<file path="config.mk">
export PLATFORM = sky130hd
export DESIGN_NAME = rv32i_instruction_decoder
export DESIGN_NICKNAME = d
export VERILOG_FILES = /design/src/rtl/rvdec_pkg.sv /design/src/rtl/rv32i_instruction_decoder.sv
export VERILOG_INCLUDE_DIRS = /design/src /design/src/rtl
export SDC_FILE = /design/constraint.sdc
export NUM_CORES = 1
export LEC_CHECK = 0
export ABC_CLOCK_PERIOD_IN_PS = 3300
export BUFFER_PORTS_ARGS = -buffer_cell sky130_fd_sc_hd__buf_2
export CELL_PAD_IN_SITES_DETAIL_PLACEMENT = 0
export CELL_PAD_IN_SITES_GLOBAL_PLACEMENT = 1
export CORE_ASPECT_RATIO = 1.4
export CORE_MARGIN = 2
export CORE_UTILIZATION = 40
export CTS_CLUSTER_DIAMETER = 100
export DETAILED_ROUTE_END_ITERATION = 8
export PLACE_DENSITY_LB_ADDON = 0.1
export SLEW_MARGIN = 0
export SYNTH_ARGS = -nofsm -noshare
export SYNTH_HDL_FRONTEND = slang
export SYNTH_SLANG_ARGS = --single-unit
</file>
<file path="constraint.sdc">
create_clock -name clk -period 3.3 [get_ports clk]
set_input_delay 0.66 -clock clk [delete_from_list [all_inputs] [get_ports clk]]
set_output_delay 0.66 -clock clk [all_outputs]
set_load 0.02 [all_outputs]
</file>
<file path="src/rtl/assert_macros.svh">
// Assertion helpers shared by the RTL.
`ifndef ASSERT_MACROS_SVH
`define ASSERT_MACROS_SVH

`ifndef NO_ASSERTIONS

// Same-cycle implication.
`define RV_ASSERT_IMP(lbl, clk, rst_n, ante, cons) \
	lbl: assert property (@(posedge clk) disable iff (!rst_n) (ante) |-> (cons)) \
		else $error("assertion failed");

// Next-cycle implication.
`define RV_ASSERT_NXT(lbl, clk, rst_n, ante, cons) \
	lbl: assert property (@(posedge clk) disable iff (!rst_n) (ante) |=> (cons)) \
		else $error("assertion failed");

`else

`define RV_ASSERT_IMP(lbl, clk, rst_n, ante, cons)
`define RV_ASSERT_NXT(lbl, clk, rst_n, ante, cons)

`endif

`endif

</file>
<file path="src/rtl/rvdec_pkg.sv">
`default_nettype none

package rvdec_pkg;

	localparam logic [6:0] OPC_OP     = 7'h33;
	localparam logic [6:0] OPC_LOAD   = 7'h03;
	localparam logic [6:0] OPC_OPIMM  = 7'h13;
	localparam logic [6:0] OPC_STORE  = 7'h23;
	localparam logic [6:0] OPC_BRANCH = 7'h63;
	localparam logic [6:0] OPC_SYSTEM = 7'h73;
	localparam logic [6:0] OPC_FENCE  = 7'h0F;
	localparam logic [6:0] OPC_JALR   = 7'h67;
	localparam logic [6:0] OPC_JAL    = 7'h6F;
	localparam logic [6:0] OPC_AUIPC  = 7'h17;
	localparam logic [6:0] OPC_LUI    = 7'h37;

	localparam logic [6:0]  FUNCT7_ALT = 7'h20;
	localparam logic [11:0] SYS_IMM_EBREAK = 12'h001;

	typedef enum logic [2:0] {
		F3_0 = 3'd0, F3_1 = 3'd1, F3_2 = 3'd2, F3_3 = 3'd3,
		F3_4 = 3'd4, F3_5 = 3'd5, F3_6 = 3'd6, F3_7 = 3'd7
	} funct3_t;

	typedef enum logic [5:0] {
		MN_UNKNOWN = 6'd0,
		MN_LUI     = 6'd1,
		MN_AUIPC   = 6'd2,
		MN_JAL     = 6'd3,
		MN_JALR    = 6'd4,
		MN_BEQ     = 6'd5,
		MN_BNE     = 6'd6,
		MN_BLT     = 6'd7,
		MN_BGE     = 6'd8,
		MN_BLTU    = 6'd9,
		MN_BGEU    = 6'd10,
		MN_LB      = 6'd11,
		MN_LH      = 6'd12,
		MN_LW      = 6'd13,
		MN_LBU     = 6'd14,
		MN_LHU     = 6'd15,
		MN_SB      = 6'd16,
		MN_SH      = 6'd17,
		MN_SW      = 6'd18,
		MN_ADDI    = 6'd19,
		MN_SLTI    = 6'd20,
		MN_SLTIU   = 6'd21,
		MN_XORI    = 6'd22,
		MN_ORI     = 6'd23,
		MN_ANDI    = 6'd24,
		MN_SLLI    = 6'd25,
		MN_SRLI    = 6'd26,
		MN_SRAI    = 6'd27,
		MN_ADD     = 6'd28,
		MN_SUB     = 6'd29,
		MN_SLL     = 6'd30,
		MN_SLT     = 6'd31,
		MN_SLTU    = 6'd32,
		MN_XOR     = 6'd33,
		MN_SRL     = 6'd34,
		MN_SRA     = 6'd35,
		MN_OR      = 6'd36,
		MN_AND     = 6'd37,
		MN_FENCE   = 6'd38,
		MN_FENCE_I = 6'd39,
		MN_ECALL   = 6'd40,
		MN_EBREAK  = 6'd41,
		MN_CSRRW   = 6'd42,
		MN_CSRRS   = 6'd43,
		MN_CSRRC   = 6'd44,
		MN_CSRRWI  = 6'd45,
		MN_CSRRSI  = 6'd46,
		MN_CSRRCI  = 6'd47
	} mnemonic_t;

	function automatic mnemonic_t branch_code(input logic [2:0] f3);
		mnemonic_t m;
		unique case (funct3_t'(f3))
			F3_0:    m = MN_BEQ;
			F3_1:    m = MN_BNE;
			F3_4:    m = MN_BLT;
			F3_5:    m = MN_BGE;
			F3_6:    m = MN_BLTU;
			F3_7:    m = MN_BGEU;
			default: m = MN_UNKNOWN;
		endcase
		return m;
	endfunction

	function automatic mnemonic_t load_code(input logic [2:0] f3);
		mnemonic_t m;
		unique case (funct3_t'(f3))
			F3_0:    m = MN_LB;
			F3_1:    m = MN_LH;
			F3_2:    m = MN_LW;
			F3_4:    m = MN_LBU;
			F3_5:    m = MN_LHU;
			default: m = MN_UNKNOWN;
		endcase
		return m;
	endfunction

	function automatic mnemonic_t store_code(input logic [2:0] f3);
		mnemonic_t m;
		unique case (funct3_t'(f3))
			F3_0:    m = MN_SB;
			F3_1:    m = MN_SH;
			F3_2:    m = MN_SW;
			default: m = MN_UNKNOWN;
		endcase
		return m;
	endfunction

	function automatic mnemonic_t opimm_code(input logic [2:0] f3, input logic alt);
		mnemonic_t m;
		unique case (funct3_t'(f3))
			F3_0:    m = MN_ADDI;
			F3_1:    m = MN_SLLI;
			F3_2:    m = MN_SLTI;
			F3_3:    m = MN_SLTIU;
			F3_4:    m = MN_XORI;
			F3_5:    m = alt ? MN_SRAI : MN_SRLI;
			F3_6:    m = MN_ORI;
			default: m = MN_ANDI;
		endcase
		return m;
	endfunction

	function automatic mnemonic_t op_code(input logic [2:0] f3, input logic alt);
		mnemonic_t m;
		unique case (funct3_t'(f3))
			F3_0:    m = alt ? MN_SUB : MN_ADD;
			F3_1:    m = MN_SLL;
			F3_2:    m = MN_SLT;
			F3_3:    m = MN_SLTU;
			F3_4:    m = MN_XOR;
			F3_5:    m = alt ? MN_SRA : MN_SRL;
			F3_6:    m = MN_OR;
			default: m = MN_AND;
		endcase
		return m;
	endfunction

	function automatic mnemonic_t sys_code(input logic [2:0] f3, input logic is_ebreak);
		mnemonic_t m;
		unique case (funct3_t'(f3))
			F3_0:    m = is_ebreak ? MN_EBREAK : MN_ECALL;
			F3_1:    m = MN_CSRRW;
			F3_2:    m = MN_CSRRS;
			F3_3:    m = MN_CSRRC;
			F3_5:    m = MN_CSRRWI;
			F3_6:    m = MN_CSRRSI;
			F3_7:    m = MN_CSRRCI;
			default: m = MN_UNKNOWN;
		endcase
		return m;
	endfunction

endpackage

`default_nettype wire

</file>
<file path="src/rtl/rv32i_instruction_decoder.sv">
`default_nettype none
// Channel   Handshake            Payload
// command   start / busy         instr_word, instr_address
// result    done (strobe)        mnemonic .. target_address
//
// From the accepting edge to the done strobe there is one input register,
// then the decode and the target adder into the result register.
// One instruction per cycle is sustained; busy stays low.
// Async active-low reset clears the valid and strobe flags only.
// Results cannot be held off: each is shown for one cycle on done.

module rv32i_instruction_decoder
	import rvdec_pkg::*;
(
	input  wire logic               clk,
	input  wire logic               arst_n,
	input  wire logic               start,
	output logic                    busy,
	input  wire logic        [31:0] instr_word,
	input  wire logic        [31:0] instr_address,
	output logic                    done,
	output logic             [5:0]  mnemonic,
	output logic             [4:0]  dest_reg,
	output logic             [4:0]  src_reg_a,
	output logic             [4:0]  src_reg_b,
	output logic signed      [31:0] immediate,
	output logic             [4:0]  shift_amount,
	output logic             [11:0] csr_number,
	output logic             [3:0]  fence_pred,
	output logic             [3:0]  fence_succ,
	output logic             [31:0] target_address
);

	logic        valid_s1;
	logic [31:0] word_s1;
	logic [31:0] addr_s1;

	logic [6:0]  opc;
	logic [2:0]  f3;
	logic        alt;
	logic [31:0] i_imm, s_imm, b_imm, j_imm, u_imm;

	mnemonic_t   code_c;
	logic [31:0] imm_c;
	logic [4:0]  shamt_c;
	logic [11:0] csr_c;
	logic [3:0]  pred_c, succ_c;
	logic        tgt_en_c;
	logic [31:0] tgt_sum_c;

	logic        done_q;
	mnemonic_t   code_q;
	logic [4:0]  rd_q, rs1_q, rs2_q, shamt_q;
	logic [31:0] imm_q, tgt_q;
	logic [11:0] csr_q;
	logic [3:0]  pred_q, succ_q;

	assign busy = 1'b0;

	always_ff @(posedge clk or negedge arst_n) begin
		if (!arst_n) begin
			valid_s1 <= 1'b0;
		end else begin
			valid_s1 <= start && !busy;
		end
	end

	always_ff @(posedge clk) begin
		if (start && !busy) begin
			word_s1 <= instr_word;
			addr_s1 <= instr_address;
		end
	end

	assign opc   = word_s1[6:0];
	assign f3    = word_s1[14:12];
	assign alt   = (word_s1[31:25] == FUNCT7_ALT);
	assign i_imm = {{20{word_s1[31]}}, word_s1[31:20]};
	assign s_imm = {{20{word_s1[31]}}, word_s1[31:25], word_s1[11:7]};
	assign b_imm = {{19{word_s1[31]}}, word_s1[31], word_s1[7], word_s1[30:25],
		word_s1[11:8], 1'b0};
	assign j_imm = {{11{word_s1[31]}}, word_s1[31], word_s1[19:12], word_s1[20],
		word_s1[30:21], 1'b0};
	assign u_imm = {word_s1[31:12], 12'h000};

	always_comb begin
		code_c   = MN_UNKNOWN;
		imm_c    = '0;
		shamt_c  = '0;
		csr_c    = '0;
		pred_c   = '0;
		succ_c   = '0;
		tgt_en_c = 1'b0;
		unique case (opc)
			OPC_LUI: begin
				code_c = MN_LUI;
				imm_c  = u_imm;
			end
			OPC_AUIPC: begin
				code_c = MN_AUIPC;
				imm_c  = u_imm;
			end
			OPC_JAL: begin
				code_c   = MN_JAL;
				imm_c    = j_imm;
				tgt_en_c = 1'b1;
			end
			OPC_JALR: begin
				code_c = MN_JALR;
				imm_c  = i_imm;
			end
			OPC_BRANCH: begin
				code_c = branch_code(f3);
				if (code_c != MN_UNKNOWN) begin
					imm_c    = b_imm;
					tgt_en_c = 1'b1;
				end
			end
			OPC_LOAD: begin
				code_c = load_code(f3);
				if (code_c != MN_UNKNOWN) begin
					imm_c = i_imm;
				end
			end
			OPC_STORE: begin
				code_c = store_code(f3);
				if (code_c != MN_UNKNOWN) begin
					imm_c = s_imm;
				end
			end
			OPC_OPIMM: begin
				code_c = opimm_code(f3, alt);
				imm_c  = i_imm;
				if (f3 == F3_1 || f3 == F3_5) begin
					shamt_c = word_s1[24:20];
				end
			end
			OPC_OP: begin
				code_c = op_code(f3, alt);
			end
			OPC_FENCE: begin
				if (f3 == F3_0) begin
					code_c = MN_FENCE;
					imm_c  = i_imm;
					pred_c = word_s1[27:24];
					succ_c = word_s1[23:20];
				end else if (f3 == F3_1) begin
					code_c = MN_FENCE_I;
					imm_c  = i_imm;
				end
			end
			OPC_SYSTEM: begin
				code_c = sys_code(f3, word_s1[31:20] == SYS_IMM_EBREAK);
				if (code_c != MN_UNKNOWN) begin
					imm_c = i_imm;
					if (f3 != F3_0) begin
						csr_c = word_s1[31:20];
					end
				end
			end
			default: begin
				code_c = MN_UNKNOWN;
			end
		endcase
	end

	// wraps modulo 2^32
	assign tgt_sum_c = addr_s1 + imm_c;

	always_ff @(posedge clk or negedge arst_n) begin
		if (!arst_n) begin
			done_q <= 1'b0;
		end else begin
			done_q <= valid_s1;
		end
	end

	always_ff @(posedge clk) begin
		if (valid_s1) begin
			code_q  <= code_c;
			rd_q    <= word_s1[11:7];
			rs1_q   <= word_s1[19:15];
			rs2_q   <= word_s1[24:20];
			imm_q   <= imm_c;
			shamt_q <= shamt_c;
			csr_q   <= csr_c;
			pred_q  <= pred_c;
			succ_q  <= succ_c;
			tgt_q   <= tgt_en_c ? tgt_sum_c : 32'h0;
		end
	end

	assign done           = done_q;
	assign mnemonic       = code_q;
	assign dest_reg       = rd_q;
	assign src_reg_a      = rs1_q;
	assign src_reg_b      = rs2_q;
	assign immediate      = $signed(imm_q);
	assign shift_amount   = shamt_q;
	assign csr_number     = csr_q;
	assign fence_pred     = pred_q;
	assign fence_succ     = succ_q;
	assign target_address = tgt_q;

`include "assert_macros.svh"

	`RV_ASSERT_NXT(a_accept_to_done, clk, arst_n, start && !busy, ##1 done)
	`RV_ASSERT_IMP(a_done_has_source, clk, arst_n, done, $past(valid_s1))
	`RV_ASSERT_IMP(a_unknown_is_clean, clk, arst_n, done && mnemonic == MN_UNKNOWN, immediate == 32'sd0 && target_address == 32'h0 && csr_number == 12'h0)
	`RV_ASSERT_IMP(a_target_only_flow, clk, arst_n, done && target_address != 32'h0, mnemonic == MN_JAL || (mnemonic >= MN_BEQ && mnemonic <= MN_BGEU))

endmodule

`default_nettype wire
</file>
# == After elaboration in Yosys (flattened, before gate mapping) ==
# Cells that the tools add are included.
# classes
addsub,1
n_eq_ne,20
n_mux,26
n_reduce_logical,12
# op_table
operator,n
$pmux W32 S8,1
$mux W32,6
$pmux W6 S7,2
$pmux W6 S11,1
$mux W6,6
$add A32 B32 Y32,1
$eq A7 B6 Y1 const B,4
$eq A7 B7 Y1 const B,4
$pmux W4 S7,1
$pmux W4 S6,1
$reduce_bool A6 Y1,4
$pmux W4 S5,1
$pmux W5 S3,1
$eq A7 B5 Y1 const B,2
$eq A12 B1 Y1 const B,1
$eq A3 B3 Y1 const B,4
$eq A7 B2 Y1 const B,1
$eq A7 B4 Y1 const B,1
$eq A3 B2 Y1 const B,2
$mux W1,5
$reduce_and A2 Y1,2
$reduce_or A2 Y1,2
$eq A3 B1 Y1 const B,1
$logic_not A3 Y1,1
other kinds (4),4
# word_totals
reg_bits,176
output_inout_bits,112

# == Depth between registers and ports, before layout ==
# Gate-level depths: netlist of run 1.
# depth
ltp_word,8
ltp_mapped,17
ltp_nobuf,15

# == Worst setup path before layout of run 1 ==
# Ideal clock, no wire load.
# synth_path
path_kind,register to register
start,register word_s1[4]
end,register tgt_q[16] (netlist: target_address[16]) (data pin)
arrival_time_ps,3196
slack_ps,-156
path_stages_with_launch,16
n_path_buf,3
period_less_slack_ps,3456
cell_sequence,edfxtp_1 buf_6 and2b_2 nand2_4 or3_1 buf_2 and3_1 nor2b_1 ha_1 buf_2 a21o_1 or2_2 o21ai_0 o21ai_0 a21oi_1 mux2i_1
# synth_between
elab_chain_len,4
word_cells_on_any_way,15
cone_classes,add/sub: 1; eq/ne: 10; mux: 2; reduce/logical: 2
# synth_rtl
element,line,source
start: declaration,rv32i_instruction_decoder.sv:35,logic [31:0] word_s1;
start signal: assignment,rv32i_instruction_decoder.sv:70,word_s1 <= instr_word;
$eq A7 B5 Y1 (tied with other cells),rv32i_instruction_decoder.sv:94,unique case (opc)
$reduce_or A2 Y1 (no source line),--,
$pmux W32 S8 *,rv32i_instruction_decoder.sv:94,
net imm_c[9],rv32i_instruction_decoder.sv:44,logic [31:0] imm_c;
$add A32 B32 Y32 *,rv32i_instruction_decoder.sv:168,assign tgt_sum_c = addr_s1 + imm_c;
end signal: assignment,rv32i_instruction_decoder.sv:189,tgt_q <= tgt_en_c ? tgt_sum_c : 32'h0;
end: declaration,rv32i_instruction_decoder.sv:54,"logic [31:0] imm_q, tgt_q;"
# The timed path passes the listed nets; every way through them passes the cells marked *.
# A chain may end at the register's enable or synchronous reset.

# == Final worst setup path of run 1 ==
# layout_path
start,register word_s1[2]
end,register tgt_q[26] (netlist: target_address[26]) (data pin)
# The elaborated chain is that of the path after synthesis.

==> metrics.cfg, run 1 <==
[synthesis]
ys_seq_area_frac=0.622
yosysTopAreaCellShare=0.616
synth_area_um2=8480
synth_edf_count=174
synth_cell_types=70
syn-num-nets=775
ys.flop_type=edfxtp_1
synth_area_per_cell_um2=12.5
synth_most_common_cell=edfxtp_1
yosys.area.top_type=edfxtp_1
synth_cells=676
postSynth.asyncResetShare=0.0114
synth_top_cells_by_area=edfxtp_1 62%, ha_1 4.6%, a21o_1 3.2%, nor2_1 2.3%, a21oi_1 2.1%
synth_common_cells=174 x edfxtp_1, 51 x nor2_1, 48 x nand2_1, 36 x a21o_1, 36 x a21oi_1
synth_seq_cells=176
ys_warn_count=0

[critical_path]
crit_top_cell=a21o_1
path_delay_family=compound AO/OA/AOI/OAI gates
crit_type=reg2reg
start_kind=flop
crit_chain=buf_4 > and4b_1 > a211oi_2 > o211ai_4 > nand2_1 > nand2_2 > buf_6 > a21o_1 > ha_1 > a21o_1 > a21o_1 > a21oi_1 > buf_4 > o21ba_2 > o31a_1 > xor2_1 > nor2_1
timing.rr.start=word_s1[2]$_DFFE_PP_
r2r_cells=17
cpPeakStageDelay_ns=0.48
ff2ff_setup_slack_ns=-0.37
arrival_ns=3.86
end_kind=flop
critPathMaxFanout=6
timing.rr.end=target_address[26]$_SDFFCE_PN0P_
cp.required_ns=3.48
critPathSlowestCell=edfxtp_1
cp_num_buf_inv=3

[cells_and_area]
final-seq-area_um2=5280
syn_to_final_growth_pct=52.7
fillers=1724
multi_input_area_um2=3900
fin_cells=1357
drive_gt1_frac=0.537
fin_nets=1181

[pwr]
vdd_ir_drop_max_v=0.000384
power_density_nw_per_um2=445
p_leak_nw=5.52
p_total_mw=5.76

[global_route]
grt_pass1_vias=7408
busiest_layer=met2
grt_overflow_total=0
grtUsageMet3=0.0482
grt_antenna_before_repair=3
track_usage=0.245
grt_max_degree=66
grt_use_met2=0.461
grt_pass1_wl_um=41000
use_met1=0.276

[sta]
finalHoldViolations=0
max_slew_margin=0.432
maxSlewViolCount=0
min_period_ns=3.67
finalCritPeriodShare=1.11
timing.final.ws_setup_ns=-0.372
tns_ns=-4.90
clock_skew_ns=0.00859
timing.fmax_mhz=272
final-setup-viol-count=24
tightest_slew_ns=0.853
rsz0062_at_grt=yes

[floorplan]
dieHeight_um=176
initial_core_util=0.404
dieWidth_um=127
coreArea_um2=21000
ioPinCount=179
dieArea_um2=22400
rows=63

[clocking]
cts.htree.levels=4
clk-insertion-delay-late_ns=0.44
cts_buffers=17
clkSinkCount=176
clk_pin_slew_ns=0.07
clockBufferDepth=2
cts_tree=yes
root_buffer=clkbuf_16

[route]
routed_wl_um=27600
drt-wirelength-per-cell_um=20.3
drtIter0Drc=332
ant_nets=0
num_vias=7072
avgViaCountPerCell=5.21
firstDrtPassIters=4
drc=0

[min_path]
holdPathStages=1
min_to=addr_s1[26]$_DFFE_PP_
worstHoldStart=instr_address[26]
hold_path_class=in2reg

[placement]
gp_routability_congestion=0.877
io_buffers=177
place_ws_ns=-0.590
post-dp-hpwl_um=20100
dpl.cell_count=1271

[outcome]
status=finished, violations left
violations=setup timing

[flow_run]
maxCapViolations=0

[worst max path at each step]
stage	endpoint	depth (start not counted)	from	slack, ns
3_3_place_gp	target_address[26]$_SDFFCE_PN0P_	15	word_s1[5]$_DFFE_PP_	-0.52
4_1_cts	target_address[26]$_SDFFCE_PN0P_	17	word_s1[5]$_DFFE_PP_	-0.29
6_report	target_address[26]$_SDFFCE_PN0P_	17	word_s1[2]$_DFFE_PP_	-0.37
5_1_grt	target_address[26]$_SDFFCE_PN0P_	18	word_s1[5]$_DFFE_PP_	-0.46
3_5_place_dp	target_address[26]$_SDFFCE_PN0P_	15	word_s1[5]$_DFFE_PP_	-0.59
2_1_floorplan	target_address[30]$_SDFFCE_PN0P_	16	word_s1[4]$_DFFE_PP_	-0.03
[stage by stage]
stage | instance area (um2) | hold slack (ns) | util
after floorplan | 8570 | 0.364 | -
after global placement | 11000 | 0.433 | 0.527
after detailed placement | 11000 | 0.452 | 0.527
after CTS | 12500 | 0.368 | 0.594
after global routing | 12900 | 0.372 | 0.617
final | 12900 | 0.386 | 0.617
[per-layer routing]
| layer | vias up | part of all wire |
|---|---|---|
| li1 | 3385 | - |
| met1 | 3455 | 0.38 |
| met2 | 191 | 0.56 |
| met3 | 39 | 0.041 |
| met4 | 2 | 0.023 |
| met5 | - | 0.00025 |
[repair_timing]
item	in CTS	in global routing
setup endpoints to repair	25	28
hold buffers	1	0
gates resized for setup	117	67
buffers inserted	33	28
endpoints found under the hold margin	2	0
pin swaps	41	72
[power by group]
group | internal (mW) | switching (mW) | leakage, nW
Combinational | 0.483 | 0.580 | 3.55
Sequential | 2.63 | 0.101 | 1.70
Clock | 1.06 | 0.908 | 0.268
Total | 4.17 | 1.59 | 5.52
[final cells by class]
cell class | count | area share
inverter | 16 | 0.00464
antenna | 2 | 0.000387
sequential | 176 | 0.408
multi-input combinational | 453 | 0.301
clock buffer | 20 | 0.0337
clock inverter | 12 | 0.00957
timing repair buffer | 418 | 0.218
tap | 260 | 0.0251
[worst reg2reg max path: cells and delay by family (launching register included)]
| family | cells | cell delay [ns] |
|---|---|---|
| compound gates | 8 | 1.39 |
| xor+xnor | 1 | 0.23 |
| fa+ha+maj | 1 | 0.33 |
| buf+inv | 3 | 0.50 |
| flops | 1 | 0.48 |
| simple gates | 4 | 0.47 |
[layout by cell type (no fill, tap or decap), types with 9 or more instances in the layout]
master / Yosys / final
a21o_1: 36 / 35
a21oi_1: 36 / 18
a21oi_2: 0 / 17
and2_1: 25 / 24
buf_2: 9 / 177
buf_4: 3 / 212
buf_6: 1 / 26
clkbuf_16: 0 / 17
edfxtp_1: 174 / 174
ha_1: 31 / 10
ha_4: 0 / 20
inv_1: 16 / 14
nand2_1: 48 / 40
nand3_1: 15 / 13
nand4_1: 14 / 14
nor2_1: 51 / 44
nor3_1: 17 / 9
nor3_2: 4 / 9
o21ai_0: 25 / 10
xor2_1: 11 / 11
[cells by family after synthesis]
kind of cell	share of synthesized area
simple gates	0.139
flops	0.622
compound gates	0.137
buf+inv	0.0244
fa+ha+maj	0.0481
xor+xnor	0.0227
mux	0.00590
other cells	0.000442
Note: power is estimated with default switching activity, not from simulation.
==> inputs of run 2 (changes only) <==
ABC_CLOCK_PERIOD_IN_PS = 4300   (was 3300)
CORE_UTILIZATION = 47   (was 40)
clock period = 4.3 ns   (was 3.3 ns; I/O delays follow)
==> run 2 against run 1 <==
Effect of this change:
- die area is 15% lower
- cell area is 19% lower
- fmax is 8.4% lower
- global-route usage is 0.25 points higher
- clock power is 17% lower
- sequential cell count stayed put
- total power is 26% lower
- the flow now finishes without violations
- count of clock-buffer cells in the layout is 3 lower
- sequential power is 23% lower
- final cell count is 16% lower
==> metrics.cfg, run 2 (synthesis results as in run 1) <==
[pwr]
seq_power_share=0.489
p_int_mw=3.11
p_leak_nw=4.36
vdd_ir_drop_max_v=0.000247
swShare=0.273
p_sw_mw=1.17
p_total_mw=4.28
pwr-share-clk=0.383
combPwrFrac=0.128
power_density_nw_per_um2=407

[route]
routed_wl_um=23700
drc=0
num_vias=6356
drt-wirelength-per-cell_um=20.9
avgViaCountPerCell=5.59
firstDrtPassIters=5
ant_nets=0
drtIter0Drc=570

[cells_and_area]
layout_commonest_cell=buf_2
fin_nets=981
drive_gt1_frac=0.307
design_area_um2=10500
fin_cells=1137
final_cell_mix=177 x buf_2, 174 x edfxtp_1, 50 x nor2_1
syn_to_final_growth_pct=24.1
fin_util=0.589
fillers=1540

[critical_path]
cp.required_ns=4.48
crit_type=reg2reg
crit_start=word_s1[13]$_DFFE_PP_
arrival_ns=4.18
timing.rr.end=target_address[26]$_SDFFCE_PN0P_
end_kind=flop
start_kind=flop
crit_top_cell=nor2b_1
r2r_cells=15
path_delay_family=compound AO/OA/AOI/OAI gates
critPathMaxFanout=15
crit_chain=buf_12 > nor2b_1 > nor3_1 > a21oi_1 > or3_1 > and3_1 > nor2b_1 > ha_1 > a21o_1 > a31oi_1 > o22ai_1 > a211oi_2 > o31a_1 > xor2_1 > nor2_1
ff2ff_setup_slack_ns=0.29
timing.rr.start=word_s1[13]$_DFFE_PP_
cpPeakStageDelay_ns=0.50
cp_num_buf_inv=1
critPathSlowestCell=edfxtp_1

[outcome]
status=finished, final reports clean

[sta]
maxSlewViolCount=0
finalCritPeriodShare=0.932
min_period_ns=4.01
max_slew_margin=0.390
finalHoldViolations=0
clock_skew_ns=0.0107
tightest_slew_ns=0.916
rsz0062_at_grt=no
timing.fmax_mhz=250
final-setup-viol-count=0
tns_ns=0

[placement]
io_buffers=177
gp_routability_congestion=0.881
post-dp-hpwl_um=17800
dpl.cell_count=1097
placed_area_um2=9800

[clocking]
cts.hold.buffers_added=0
clk_pin_slew_ns=0.07
cts_buffers=17
cts.htree.levels=4
root_buffer=clkbuf_16
clockBufferDepth=2
cts_tree=yes
clk-insertion-delay-late_ns=0.43
clkSinkCount=176

[global_route]
grtUsageMet3=0.0511
grt_use_met2=0.454
track_usage=0.248
grt_pass1_wl_um=35600
grt_pass1_vias=6525
use_met1=0.267
grt_max_degree=66
busiest_layer=met2
grt_overflow_total=0
grt_antenna_before_repair=3

[floorplan]
dieWidth_um=118
rows=58
coreArea_um2=17900
ioPinCount=179
dieHeight_um=163
dieArea_um2=19100
initial_core_util=0.475

[flow_run]
maxCapViolations=0

[min_path]
hold_path_class=in2async

run 2: layout make-up:
type / instances / area [um2] / area share
diodes: 2 / 5.00 / 0.000476
clock buffers: 17 / 425 / 0.0404
clock inverters: 15 / 215 / 0.0205
inverters: 16 / 60.1 / 0.00571
multi-input cells: 453 / 3030 / 0.288
flip-flops and latches: 176 / 5280 / 0.502
well taps: 240 / 300 / 0.0285
repair buffers: 218 / 1210 / 0.115
run 2: worst max-delay path by stage:
stage	endpoint	slack, ns	cells after the start
2_1_floorplan	target_address[16]$_SDFFCE_PN0P_	0.84	15
3_3_place_gp	target_address[25]$_SDFFCE_PN0P_	0.19	15
3_5_place_dp	target_address[23]$_SDFFCE_PN0P_	0.16	15
4_1_cts	target_address[23]$_SDFFCE_PN0P_	0.13	15
5_1_grt	target_address[27]$_SDFFCE_PN0P_	0.02	16
6_report	target_address[26]$_SDFFCE_PN0P_	0.29	15
run 2: repair_timing:
item / 4_1_cts / 5_1_grt
setup buffers: 0 / 6
endpoints found under the setup margin: 0 / 16
gates resized for setup: 0 / 8
run 2: worst register-to-register path, cell delays in order, from the launching register on:
cell,delay (ns)
edfxtp_1,0.50
buf_12,0.20
nor2b_1,0.14
nor3_1,0.13
a21oi_1,0.08
or3_1,0.34
and3_1,0.28
nor2b_1,0.29
ha_1,0.36
a21o_1,0.21
a31oi_1,0.26
o22ai_1,0.15
a211oi_2,0.33
o31a_1,0.25
xor2_1,0.17
nor2_1,0.05
run 2: power groups by stage:
stage,logic [mW],clock network [mW],registers (mW)
floorplan,0.232,0,2.20
global placement,0.533,0,2.13
detailed placement,0.536,0,2.13
CTS,0.538,1.67,2.09
global route,0.590,1.73,2.10
finish,0.550,1.64,2.09
run 2: per-layer routing:
metal  share of wire  wire length [um]
met5         0.00055                13
met4           0.043              1010
met3           0.051              1220
met2            0.54             12700
met1            0.37              8750
run 2: per-stage QoR:
step                      setup slack, ns  hold WS, ns
after floorplan                     0.844        0.426
after global placement              0.193        0.439
after detailed placement            0.159        0.448
after CTS                           0.132        0.189
after global routing               0.0198        0.189
final                               0.292        0.203
==> inputs of run 3 (changes only) <==
==> constraint.sdc (replaced) <==
create_clock -name clk -period 4.3 [get_ports clk]
set_input_delay 0.43 -clock clk [delete_from_list [all_inputs] [get_ports clk]]
set_output_delay 0.43 -clock clk [all_outputs]
set_load 0.02 [all_outputs]
==> run 3 against run 2 <==
Effect of this change:
- cell area is essentially flat
- final cell count grew 0.79%
- total power shrank 1.9%
- sequential share of layout area is essentially flat
- via count grew 0.80%
- die area is the same
==> metrics.cfg, run 3 (synthesis results as in run 1) <==
[outcome]
status=finished, final reports clean

[route]
ant_nets=0
drc=0
num_vias=6407
firstDrtPassIters=5
routed_wl_um=23800
drtIter0Drc=520
avgViaCountPerCell=5.59
drt-wirelength-per-cell_um=20.7

[placement]
gp_routability_congestion=0.870
io_buffers=177
post-dp-hpwl_um=17900
dpl.cell_count=1106

[critical_path]
arrival_ns=4.32
end_kind=flop
critPathMaxFanout=13
timing.rr.start=word_s1[13]$_DFFE_PP_
start_kind=flop
timing.rr.end=target_address[18]$_SDFFCE_PN0P_
r2r_cells=16
ff2ff_setup_slack_ns=0.16
cp.required_ns=4.48
crit_path_end=target_address[18]$_SDFFCE_PN0P_
crit_start=word_s1[13]$_DFFE_PP_
crit_type=reg2reg

[global_route]
grt_antenna_before_repair=4
grt_pass1_vias=6538
track_usage=0.250
grt_pass1_wl_um=36000
grt_max_degree=61
grt_overflow_total=0

[pwr]
swShare=0.275
p_total_mw=4.20
vdd_ir_drop_max_v=0.000290
p_sw_mw=1.15
seq_power_share=0.498
p_leak_nw=4.38
combPwrFrac=0.132
power_density_nw_per_um2=399
pwr-share-clk=0.369
p_int_mw=3.05

[cells_and_area]
fin_util=0.589
fillers=1552
fin_cells=1146
fin_nets=991
multi_input_area_um2=3020
final_cell_mix=177 x buf_2, 174 x edfxtp_1, 51 x nor2_1
syn_to_final_growth_pct=24.1
final-seq-area_um2=5280
layout_commonest_cell=buf_2
drive_gt1_frac=0.312

[min_path]
hold_path_class=in2reg

[sta]
clock_skew_ns=0.00985
maxSlewViolCount=0
finalCritPeriodShare=0.963
finalHoldViolations=0
tightest_slew_ns=0.982
min_period_ns=4.14
max_slew_margin=0.342
timing.fmax_mhz=242
final-setup-viol-count=0

[clocking]
cts_buffers=17
cts.htree.levels=4
clockBufferDepth=2
cts_tree=yes
clk_pin_slew_ns=0.07
root_buffer=clkbuf_16
clk-insertion-delay-late_ns=0.43
clkSinkCount=176

[flow_run]
maxCapViolations=0

[floorplan]
dieArea_um2=19100
dieHeight_um=163
rows=58
initial_core_util=0.475
coreArea_um2=17900
dieWidth_um=118
ioPinCount=179

-- run 3: final cells by class --
type	count	share of cell area
Multi-Input combinational cell	453	0.287
Tap cell	240	0.0285
Antenna cell	2	0.000476
Sequential cell	176	0.502
Clock inverter	14	0.0158
Timing Repair Buffer	228	0.121
Clock buffer	17	0.0404
Inverter	16	0.00571
-- run 3: power groups by stage --
stage          Sequential (mW)  Combinational, mW  Clock (mW)
6_report                  2.09              0.555        1.55
3_5_place_dp              2.13              0.542           0
3_3_place_gp              2.13              0.542           0
5_1_grt                   2.10              0.599        1.64
4_1_cts                   2.09              0.546        1.57
2_1_floorplan             2.20              0.232           0
-- run 3: how the worst min path moves through the flow --
stage | from | to | slack (ns) | depth (start not counted)
after floorplan | arst_n | done$_DFF_PN0_ | 0.13 | 0
after detailed placement | arst_n | valid_s1$_DFF_PN0_ | 0.22 | 1
after global placement | arst_n | done$_DFF_PN0_ | 0.22 | 1
after global routing | instr_word[24] | word_s1[24]$_DFFE_PP_ | 0.15 | 1
after CTS | instr_address[9] | addr_s1[9]$_DFFE_PP_ | 0.15 | 1
final | instr_address[9] | addr_s1[9]$_DFFE_PP_ | 0.17 | 1
-- run 3: per-stage QoR --
stage / area [um2] / TNS, ns / hold slack (ns) / worst slack [ns]
floorplan: 8480 / 0 / 0.134 / 0.844
global placement: 9850 / 0 / 0.216 / 0.239
finish: 10500 / 0 / 0.169 / 0.161
detailed placement: 9850 / 0 / 0.220 / 0.153
global route: 10500 / -0.0114 / 0.150 / -0.00704
CTS: 10500 / 0 / 0.155 / 0.131
-- run 3: timing repair --
action                                 in CTS  in global routing
resized for setup                           0                  6
hold buffers                                1                  0
setup endpoints to repair                   0                 15
setup buffers                               0                  6
endpoints found under the hold margin       2                  0
-- run 3: critical path: stages (launching register included) --
cell and delay (ns):
edfxtp_1 0.47, buf_4 0.24, nor2b_1 0.15, nor3_1 0.13, a21oi_1 0.08, or3_1 0.40
and3_1 0.32, nor2b_1 0.31, ha_1 0.37, a21o_1 0.22, a31oi_1 0.29, o22ai_1 0.16
a211oi_2 0.26, buf_4 0.17, o21ai_0 0.10, xnor2_1 0.16, nor2_1 0.05
-- run 3: per-layer routing --
metal  part of all wire  global-route usage  wire length, um
met4              0.040               0.125              954
met3              0.049              0.0595             1170
met1               0.38               0.273             8990
met2               0.53               0.453            12600
met5             0.0012                   0               28
